### src/hw/rtl/bba_pkg.sv
// Shared types, constants and helper functions for the buddy block allocator.
// Depends on nothing; bba_ctrl, bba_dpath and the top level refer to it by scoped names.
package bba_pkg;

	localparam int ORDER    = 10;
	localparam int TOTAL    = 1 << ORDER;
	localparam int NODE_W   = ORDER + 1;          // heap index of a tree node
	localparam int ROW_IW   = 5;                  // bit index inside a map row
	localparam int ROW_BITS = 1 << ROW_IW;
	localparam int ROW_AW   = NODE_W - ROW_IW;    // map row address
	localparam int ROWS     = 1 << ROW_AW;
	localparam int LV_W     = 4;                  // level, up to 12 for oversize requests
	localparam int SIZE_W   = 12;
	localparam int ADDR_W   = 11;
	localparam int BADDR_W  = ORDER;
	localparam int LEN_W    = ORDER + 1;
	localparam int CNT_W    = ORDER + 1;

	typedef enum logic [2:0] {
		ST_ALLOC_OK  = 3'd0,
		ST_BAD_REQ   = 3'd1,
		ST_FRAG      = 3'd2,
		ST_SHORT     = 3'd3,
		ST_FREE_OK   = 3'd4,
		ST_BAD_RANGE = 3'd5,
		ST_NOT_ALLOC = 3'd6,
		ST_NO_BLOCK  = 3'd7
	} status_t;

	typedef enum logic [1:0] {
		RD_SCAN,
		RD_SPLIT,
		RD_DES
	} rd_sel_t;

	typedef enum logic [3:0] {
		S_CLEAR,
		S_IDLE,
		S_DECODE,
		S_SCAN_RD,
		S_SCAN_CHK,
		S_SPLIT_RD,
		S_SPLIT_WR,
		S_USE_RD,
		S_USE_WR,
		S_CHK_RD,
		S_CHK,
		S_MRG_RD,
		S_MRG_CHK,
		S_RESULT
	} state_t;

	typedef struct packed {
		logic    clr_step;
		logic    load;
		logic    scan_init;
		logic    scan_adv;
		logic    scan_take;
		logic    split_wr;
		logic    use_wr;
		logic    chk_ok;
		logic    mrg_merge;
		logic    mrg_stop;
		logic    set_status;
		logic    out_load;
		status_t status;
		rd_sel_t rd_sel;
	} cmd_t;

	typedef struct packed {
		logic clr_last;
		logic is_free;
		logic size_zero;
		logic lv_over;
		logic range_bad;
		logic misaligned;
		logic scan_hit;
		logic row_last;
		logic k_last;
		logic k_gt_lv;
		logic split_last;
		logic frag;
		logic free_bit;
		logic used_bit;
		logic merge_hit;
		logic out_busy;
	} stat_t;

	// smallest lv with 2^lv >= n
	function automatic logic [LV_W-1:0] level_for(input logic [SIZE_W-1:0] n);
		logic [SIZE_W-1:0] m;
		logic [LV_W-1:0]   lv;
		m  = n - SIZE_W'(1);
		lv = '0;
		if (n > SIZE_W'(1)) begin
			for (int i = 0; i < SIZE_W; i++) begin
				if (m[i]) lv = LV_W'(i + 1);
			end
		end
		return lv;
	endfunction

	// heap index of the block at level lv starting at unit a (lv <= ORDER)
	function automatic logic [NODE_W-1:0] node_of(input logic [LV_W-1:0] lv,
			input logic [ORDER-1:0] a);
		logic [NODE_W-1:0] base;
		logic [NODE_W-1:0] off;
		base = NODE_W'(1) << (LV_W'(ORDER) - lv);
		off  = NODE_W'(a) >> lv;
		return base | off;
	endfunction

endpackage

### src/hw/rtl/bba_ctrl.sv
// Sequencing state machine of the buddy allocator.
// Depends on bba_pkg; drives bba_dpath through cmd_t and reads stat_t.
module bba_ctrl (
	input  logic           clk,
	input  logic           arst_n,
	input  bba_pkg::stat_t stat,
	input  logic           in_valid,
	output logic           in_ready,
	output bba_pkg::cmd_t  cmd
);

	bba_pkg::state_t state_q;
	bba_pkg::state_t state_d;

	always_ff @(posedge clk or negedge arst_n) begin
		if (!arst_n) begin
			state_q <= bba_pkg::S_CLEAR;
		end else begin
			state_q <= state_d;
		end
	end

	always_comb begin
		state_d    = state_q;
		cmd        = '0;
		cmd.status = bba_pkg::ST_ALLOC_OK;
		cmd.rd_sel = bba_pkg::RD_DES;
		in_ready   = 1'b0;
		case (state_q)
			bba_pkg::S_CLEAR: begin
				cmd.clr_step = 1'b1;
				if (stat.clr_last) state_d = bba_pkg::S_IDLE;
			end
			bba_pkg::S_IDLE: begin
				in_ready = 1'b1;
				if (in_valid) begin
					cmd.load = 1'b1;
					state_d  = bba_pkg::S_DECODE;
				end
			end
			bba_pkg::S_DECODE: begin
				if (!stat.is_free) begin
					if (stat.size_zero) begin
						cmd.set_status = 1'b1;
						cmd.status     = bba_pkg::ST_BAD_REQ;
						state_d        = bba_pkg::S_RESULT;
					end else if (stat.lv_over) begin
						cmd.set_status = 1'b1;
						cmd.status     = stat.frag ? bba_pkg::ST_FRAG : bba_pkg::ST_SHORT;
						state_d        = bba_pkg::S_RESULT;
					end else begin
						cmd.scan_init = 1'b1;
						state_d       = bba_pkg::S_SCAN_RD;
					end
				end else begin
					if (stat.range_bad) begin
						cmd.set_status = 1'b1;
						cmd.status     = bba_pkg::ST_BAD_RANGE;
						state_d        = bba_pkg::S_RESULT;
					end else if (stat.lv_over || stat.misaligned) begin
						cmd.set_status = 1'b1;
						cmd.status     = bba_pkg::ST_NO_BLOCK;
						state_d        = bba_pkg::S_RESULT;
					end else begin
						state_d = bba_pkg::S_CHK_RD;
					end
				end
			end
			bba_pkg::S_SCAN_RD: begin
				cmd.rd_sel = bba_pkg::RD_SCAN;
				state_d    = bba_pkg::S_SCAN_CHK;
			end
			bba_pkg::S_SCAN_CHK: begin
				if (stat.scan_hit) begin
					cmd.scan_take = 1'b1;
					state_d = stat.k_gt_lv ? bba_pkg::S_SPLIT_RD : bba_pkg::S_USE_RD;
				end else if (stat.row_last && stat.k_last) begin
					cmd.set_status = 1'b1;
					cmd.status     = stat.frag ? bba_pkg::ST_FRAG : bba_pkg::ST_SHORT;
					state_d        = bba_pkg::S_RESULT;
				end else begin
					cmd.scan_adv = 1'b1;
					state_d      = bba_pkg::S_SCAN_RD;
				end
			end
			bba_pkg::S_SPLIT_RD: begin
				cmd.rd_sel = bba_pkg::RD_SPLIT;
				state_d    = bba_pkg::S_SPLIT_WR;
			end
			bba_pkg::S_SPLIT_WR: begin
				cmd.split_wr = 1'b1;
				state_d = stat.split_last ? bba_pkg::S_USE_RD : bba_pkg::S_SPLIT_RD;
			end
			bba_pkg::S_USE_RD: begin
				state_d = bba_pkg::S_USE_WR;
			end
			bba_pkg::S_USE_WR: begin
				cmd.use_wr     = 1'b1;
				cmd.set_status = 1'b1;
				cmd.status     = bba_pkg::ST_ALLOC_OK;
				state_d        = bba_pkg::S_RESULT;
			end
			bba_pkg::S_CHK_RD: begin
				state_d = bba_pkg::S_CHK;
			end
			bba_pkg::S_CHK: begin
				if (stat.free_bit) begin
					cmd.set_status = 1'b1;
					cmd.status     = bba_pkg::ST_NOT_ALLOC;
					state_d        = bba_pkg::S_RESULT;
				end else if (!stat.used_bit) begin
					cmd.set_status = 1'b1;
					cmd.status     = bba_pkg::ST_NO_BLOCK;
					state_d        = bba_pkg::S_RESULT;
				end else begin
					cmd.chk_ok = 1'b1;
					state_d    = bba_pkg::S_MRG_RD;
				end
			end
			bba_pkg::S_MRG_RD: begin
				state_d = bba_pkg::S_MRG_CHK;
			end
			bba_pkg::S_MRG_CHK: begin
				if (stat.merge_hit) begin
					cmd.mrg_merge = 1'b1;
					state_d       = bba_pkg::S_MRG_RD;
				end else begin
					cmd.mrg_stop   = 1'b1;
					cmd.set_status = 1'b1;
					cmd.status     = bba_pkg::ST_FREE_OK;
					state_d        = bba_pkg::S_RESULT;
				end
			end
			bba_pkg::S_RESULT: begin
				if (!stat.out_busy) begin
					cmd.out_load = 1'b1;
					state_d      = bba_pkg::S_IDLE;
				end
			end
			default: begin
				state_d = bba_pkg::S_IDLE;
			end
		endcase
	end

endmodule

### config.mk
export PLATFORM = sky130hd
export DESIGN_NAME = bba_ctrl
export DESIGN_NICKNAME = d
export VERILOG_FILES = /design/src/hw/rtl/bba_pkg.sv /design/src/hw/rtl/bba_ctrl.sv
export SDC_FILE = /design/constraint.sdc
export NUM_CORES = 1
export LEC_CHECK = 0
export BUFFER_PORTS_ARGS = -buffer_cell sky130_fd_sc_hd__buf_2
export CORE_MARGIN = 3
export CORE_UTILIZATION = 46
export CTS_CLUSTER_SIZE = 16
export DETAILED_ROUTE_END_ITERATION = 12
export GPL_TIMING_DRIVEN = 0
export PLACE_DENSITY = 0.92
export SLEW_MARGIN = 20
export SYNTH_ARGS = -nofsm -noshare
export SYNTH_HDL_FRONTEND = slang
export SYNTH_SLANG_ARGS = --single-unit
### constraint.sdc
create_clock -name clk -period 3.4 [get_ports clk]
set_clock_uncertainty 0.05 [all_clocks]
set_input_delay 0.51 -clock clk [delete_from_list [all_inputs] [get_ports clk]]
set_output_delay 0.51 -clock clk [all_outputs]
set_load 0.01 [all_outputs]
==> results of run 1 <==
## worst paths after layout
| path | start | endpoint | cells after the start |
|---|---|---|---|
| worst min register to register | state_q[1] | state_q[3] | 3 |
| worst max register to register | state_q[3] | state_q[2] | 5 |
| max in group asynchronous | arst_n | state_q[2] | 1 |
| worst min-delay path | arst_n | state_q[0] | 1 |
| min in group clk | stat[0] | state_q[3] | 3 |
| worst max-delay path | state_q[2] | cmd[2] | 7 |
## cell usage in the layout, fill, tap and decap left out, types with 2 or more instances in the layout
cell	instances
o32ai_1	2
nor2b_1	2
nand2b_1	4
o22ai_1	2
nor3b_1	3
o21bai_1	2
or3_1	2
o21ai_0	3
a31oi_1	2
clkbuf_1	7
nor3_1	7
nand2_1	5
a21oi_1	4
dfrtp_1	4
clkbuf_4	3
inv_1	4
nor2_1	13
buf_2	36
o31ai_1	2
## critical path, stage by stage, from the launching register on
cell and delay, ns:
dfrtp_1 0.36, buf_6 0.14, or4b_1 0.49, clkbuf_1 0.17, o31ai_1 0.29, nor2_1 0.09
a21oi_2 0.11, buf_2 0.14
## cell families after synthesis
group                     Yosys count  share of synthesized area, %
buffers and inverters              12                          8.28
AOI/OAI and AO/OA                  26                          29.4
DFF                                 4                          15.8
and+or+nand+nor                    47                          45.2
xor gates and xnor gates            1                          1.38
## per-stage QoR
| stage | util, % | cell area, sq um | hold slack (ns) |
|---|---|---|---|
| 2_1_floorplan | - | 634 | 0.164 |
| 3_5_place_dp | 69.3 | 832 | 0.266 |
| 4_1_cts | 71.1 | 855 | 0.00889 |
| 3_3_place_gp | 69.3 | 832 | 0.265 |
| 6_report | 71.1 | 855 | 0.0136 |
| 5_1_grt | 71.1 | 855 | 0.00608 |
## layer usage
metal | track usage (%) | vias to the layer above | wire (um) | part of all wire (%)
met1 | 25.8 | 366 | 815 | 43
met2 | 35.1 | 40 | 920 | 48
met5 | 0 | - | 0 | 0
met3 | 5.51 | 2 | 149 | 7.9
li1 | - | 415 | - | -
met4 | 6.63 | 0 | 12 | 0.63
## power by group
group | internal [mW] | switching, mW
combinational | 0.198 | 0.271
clock | 0.0395 | 0.0203
sequential | 0.0738 | 0.0248
total | 0.312 | 0.316
## final cells by class
class / instances / area (sq um)
multi-input combinational: 74 / 482
fill: 107 / 347
timing repair buffer: 36 / 180
sequential: 4 / 100
buffer: 8 / 37.5
clock buffer: 3 / 22.5
tap: 14 / 17.5
inverter: 4 / 15.0
==> impl_metrics.csv, run 1 <==
group,metric,value,unit
status,outcome,"complete, no violations",
yosys,synth_top_cell_area_share,15.8,%
timing,finalSetupViolCount,0,
yosys,postSynthAreaPerCell,7.05,sq um
yosys,synth_nets,109,
setup_path,worstPathArrival,2.01,ns
clocking,clockBufferDepth,2,
yosys,yosys_register_bits,4,
clocking,cts_tree,"yes",
routing,wl,1900,um
timing,fin_crit,2.57,ns
global_route,overflow,0,
yosys,seq_area_frac_synth,15.8,%
clocking,ctsHoldBuffers,0,
power,p_leak,0.406,nW
yosys,synth_edf_count,0,
global_route,grt_max_degree,11,
clocking,cts.clk_slew.worst_paths,0.04,ns
timing,drv_slew,0,
yosys,post_synth_num_cell_types,39,
global_route,grt_pass1_wl,2990,um
global_route,track_usage,21.0,%
final_layout,fin_nets,150,
setup_path,endpoint_kind,"output port",
floorplan,initial_core_util,52.8,%
yosys,synthTopCellsByCount,"nor2_1 (13), clkbuf_1 (7), nor3_1 (7)",
clocking,htree_levels,1,
setup_path,start_kind,"flop",
routing,drc,0,
timing,setup_slack,0.827,ns
timing,timing.slew.headroom,71.1,%
floorplan,num_io_pins,37,
routing,drt_iter0_drc,28,
timing,worst_pin_slew,0.423,ns
routing,routedWlPerCell,13.3,um
final_layout,largest_reg_flops,4,
timing,fmax,389,MHz
yosys,netlist_instances,90,
placed_design,post-place-ws,1.06,ns
clocking,numCtsBuffers,3,
setup_path,crit_required,2.84,ns
yosys,syn-cell-area,634,sq um
yosys,yosysTopAreaCell,"dfrtp_1",
timing,finalSetupTns,0,ns
clocking,post_cts.repair.setup_buffers,0,
placed_design,dp_cells,140,
setup_path,critPathKind,"flop to output port",
power,vdd.ir_drop.worst,0.431,mV
final_layout,reg_top3,"state_q (4)",
clocking,clock_latency,0.24,ns
floorplan,die_h,43.1,um
placed_design,port_buffers,36,
routing,antenna_left,0,
setup_path,r2r_slack,1.71,ns
yosys,synthMostInstantiatedCell,"nor2_1",
routing,viasPerCell,5.76,
setup_path,cp_max_fo,10,
timing,hold_viol_final,0,
floorplan,core_area,1200,sq um
power,p_total,0.628,mW
timing,rsz0062_at_grt,"false",
final_layout,fin_cells,143,
power,power.density,734,nW/um^2
floorplan,rows,12,
global_route,antenna_found_initial,0,
final_layout,num_antenna_cells,0,
placed_design,detailed_place_hpwl,1470,um
global_route,grt_pass1_vias,710,
yosys,ys_warn_count,0,
timing,period_share,75.7,%
clocking,clock_sinks,4,
floorplan,dieWidth,43.1,um
final_layout,area_delta_synth_final,34.7,%
floorplan,dieArea,1860,sq um
final_layout,drive_gt1_share,35.7,%
yosys,synthTopCellsByArea,"dfrtp_1 (16%), nor2_1 (7.7%), nor3_1 (5.5%), clkbuf_1 (4.1%), nand2b_1 (3.9%)",
final_layout,largest-register,"state_q",
yosys,async_flop_share,100,%
placed_design,routabilityCongestion,0.832,
min_path,hp-class,"primary input to asynchronous set/reset pin",
clocking,cts-root-buf,"clkbuf_4",
clocking,cts-resized-gates,0,
run,cap_violations,0,
yosys,synth_ff_type,"dfrtp_1",
routing,drtPass1Iterations,4,
routing,via_count,823,
No activity file was read; power rests on OpenSTA's default activity.
==> run 2, diff against run 1 <==
--- a/config.mk
+++ b/config.mk
@@ -7,11 +7,11 @@
 export LEC_CHECK = 0
 export BUFFER_PORTS_ARGS = -buffer_cell sky130_fd_sc_hd__buf_2
 export CORE_MARGIN = 3
-export CORE_UTILIZATION = 46
+export CORE_UTILIZATION = 42
 export CTS_CLUSTER_SIZE = 16
 export DETAILED_ROUTE_END_ITERATION = 12
 export GPL_TIMING_DRIVEN = 0
-export PLACE_DENSITY = 0.92
+export PLACE_DENSITY = 0.85
 export SLEW_MARGIN = 20
 export SYNTH_ARGS = -nofsm -noshare
 export SYNTH_HDL_FRONTEND = slang
==> constraint.sdc (replaced) <==
create_clock -name clk -period 2.5 [get_ports clk]
set_clock_uncertainty 0.05 [all_clocks]
set_input_delay 0.375 -clock clk [delete_from_list [all_inputs] [get_ports clk]]
set_output_delay 0.375 -clock clk [all_outputs]
set_load 0.01 [all_outputs]
==> run 2 against run 1 <==
First-iteration DRC count up 11%. Sequential share of layout area down 0.10 points. Die area up 8.2%. Final cell count up 0.70%. Critical endpoint unchanged. Via count up 6.1%. Routed wire length up 5.0%. Utilization down 8.1 points. Critical path depth down 2. Critical path type unchanged.
==> impl_metrics.csv, run 2 (same netlist as run 1, synthesis figures left out) <==
group,metric,value,unit
status,outcome,"complete, no violations",
timing,fmax,413,MHz
setup_path,cp_slowest_cell,"or4b_4",
power,power.density,1000,nW/um^2
placed_design,routabilityCongestion,0.807,
routing,routedWlPerCell,13.8,um
final_layout,reg_top3,"state_q (4)",
final_layout,fin_cells,144,
floorplan,dieArea,2010,sq um
floorplan,core_area,1370,sq um
global_route,overflow,0,
power,p_leak,0.409,nW
setup_path,cp_top_family,"simple AND/OR/NAND/NOR gates",
routing,drt_iter0_drc,31,
final_layout,largest_reg_flops,4,
setup_path,cpPeakStageDelay,0.57,ns
final_layout,register_area,100,sq um
routing,via_count,873,
timing,fin_crit,2.42,ns
global_route,grt_pass1_wl,3070,um
timing,finalSetupTns,0,ns
clocking,post_cts.repair.setup_buffers,0,
placed_design,post-place-ws,0.350,ns
final_layout,fin_nets,150,
clocking,htree_levels,1,
placed_design,place_area,833,sq um
routing,drtPass1Iterations,5,
routing,viasPerCell,6.06,
final_layout,num-fill-cells,135,
clocking,cts.clk_slew.worst_paths,0.04,ns
clocking,cts_tree,"yes",
setup_path,crit_required,2.08,ns
final_layout,layout_commonest_cell,"buf_2",
final_layout,num_antenna_cells,0,
setup_path,critPathKind,"flop to output port",
timing,hold_viol_final,0,
global_route,grt_max_degree,11,
timing,timing.slew.headroom,71.2,%
run,cap_violations,0,
clocking,clock_latency,0.24,ns
routing,wl,1990,um
setup_path,endpoint_kind,"output port",
placed_design,detailed_place_hpwl,1520,um
floorplan,initial_core_util,46.4,%
clocking,cts-root-buf,"clkbuf_4",
floorplan,die_h,44.9,um
timing,setup_slack,0.0797,ns
timing,period_share,96.8,%
placed_design,port_buffers,36,
clocking,clock_sinks,4,
final_layout,most-common-layout-cells,"buf_2 (36), nor2_1 (13), nor3_1 (7), clkbuf_1 (6), nand2_1 (5)",
clocking,cts-resized-gates,0,
setup_path,path_cells,"or4b_4, or3_4, nor2b_4, a21oi_2, buf_2",
floorplan,num_io_pins,37,
routing,antenna_left,0,
global_route,grt_pass1_vias,755,
final_layout,area_delta_synth_final,35.9,%
floorplan,rows,13,
timing,rsz0062_at_grt,"false",
routing,drc,0,
min_path,hp-class,"primary input to flop",
power,p_total,0.863,mW
floorplan,dieWidth,44.9,um
timing,drv_slew,0,
global_route,track_usage,20.4,%
timing,worst_pin_slew,0.432,ns
final_layout,multi_input_area,482,sq um
setup_path,start_kind,"flop",
final_layout,final_area,862,sq um
power,vdd.ir_drop.worst,0.528,mV
global_route,antenna_found_initial,0,
clocking,numCtsBuffers,3,
setup_path,cp_max_fo,6,
timing,finalSetupViolCount,0,
placed_design,dp_cells,141,
setup_path,worst-path-buf-inv,1,
final_layout,drive_gt1_share,35.7,%
final_layout,largest-register,"state_q",
clocking,clockBufferDepth,2,
setup_path,worstPathArrival,2.00,ns
[run 2: cell count changes in the layout (fill, tap and decap cells not counted), sizes merged]
| cell | previous run | this run |
|---|---|---|
| dlygate4sd3 | 0 | 1 |
| clkbuf | 10 | 9 |
[run 2: worst register-to-register path, stage by stage (launching register included)]
cell      delay, ns
dfrtp_1        0.38
clkbuf_1       0.34
clkbuf_1       0.36
o21ai_0        0.16
nor2_1         0.15
o211ai_1       0.12
[run 2: metal layers]
metal  GRT usage, %  wire length (um)
met1           25.0               787
met2           35.0               964
met3           5.98               223
met4           5.26                17
met5              0                 0
[run 2: final timing paths]
check	cells after the start	slack (ns)	to	startpoint
setup / recovery	5	0.08	cmd[2]	state_q[1]
hold / removal	3	0.41	state_q[3]	stat[0]
setup reg to reg	5	0.79	state_q[2]	state_q[3]
hold reg to reg	3	0.71	state_q[3]	state_q[1]
max in group asynchronous	2	1.86	state_q[2]	arst_n
min in group asynchronous	2	0.42	state_q[0]	arst_n
[run 2: timing repair]
item | CTS | global route
endpoints found under the setup margin | 0 | 1
endpoints found under the hold margin | 4 | 0
hold buffers | 1 | 0
[run 2: stage by stage]
step / util [%] / hold slack [ns]
floorplan: - / 0.0294
global placement: 61.0 / 0.131
detailed placement: 61.0 / 0.130
CTS: 63.4 / 0.411
global route: 63.1 / 0.429
finish: 63.1 / 0.413
[run 2: layout make-up]
type,instances,area share [%]
sequential,4,11.6
multi-input combinational,74,55.9
timing repair buffer,37,22.1
clock buffer,3,2.61
buffer,7,3.92
tap,15,2.18
inverter,4,1.74
[run 2: where the power goes]
part | internal, mW | switching (mW) | total, mW
clock | 0.0539 | 0.0299 | 0.0838
combinational | 0.270 | 0.373 | 0.643
sequential | 0.100 | 0.0363 | 0.137
total | 0.424 | 0.440 | 0.863
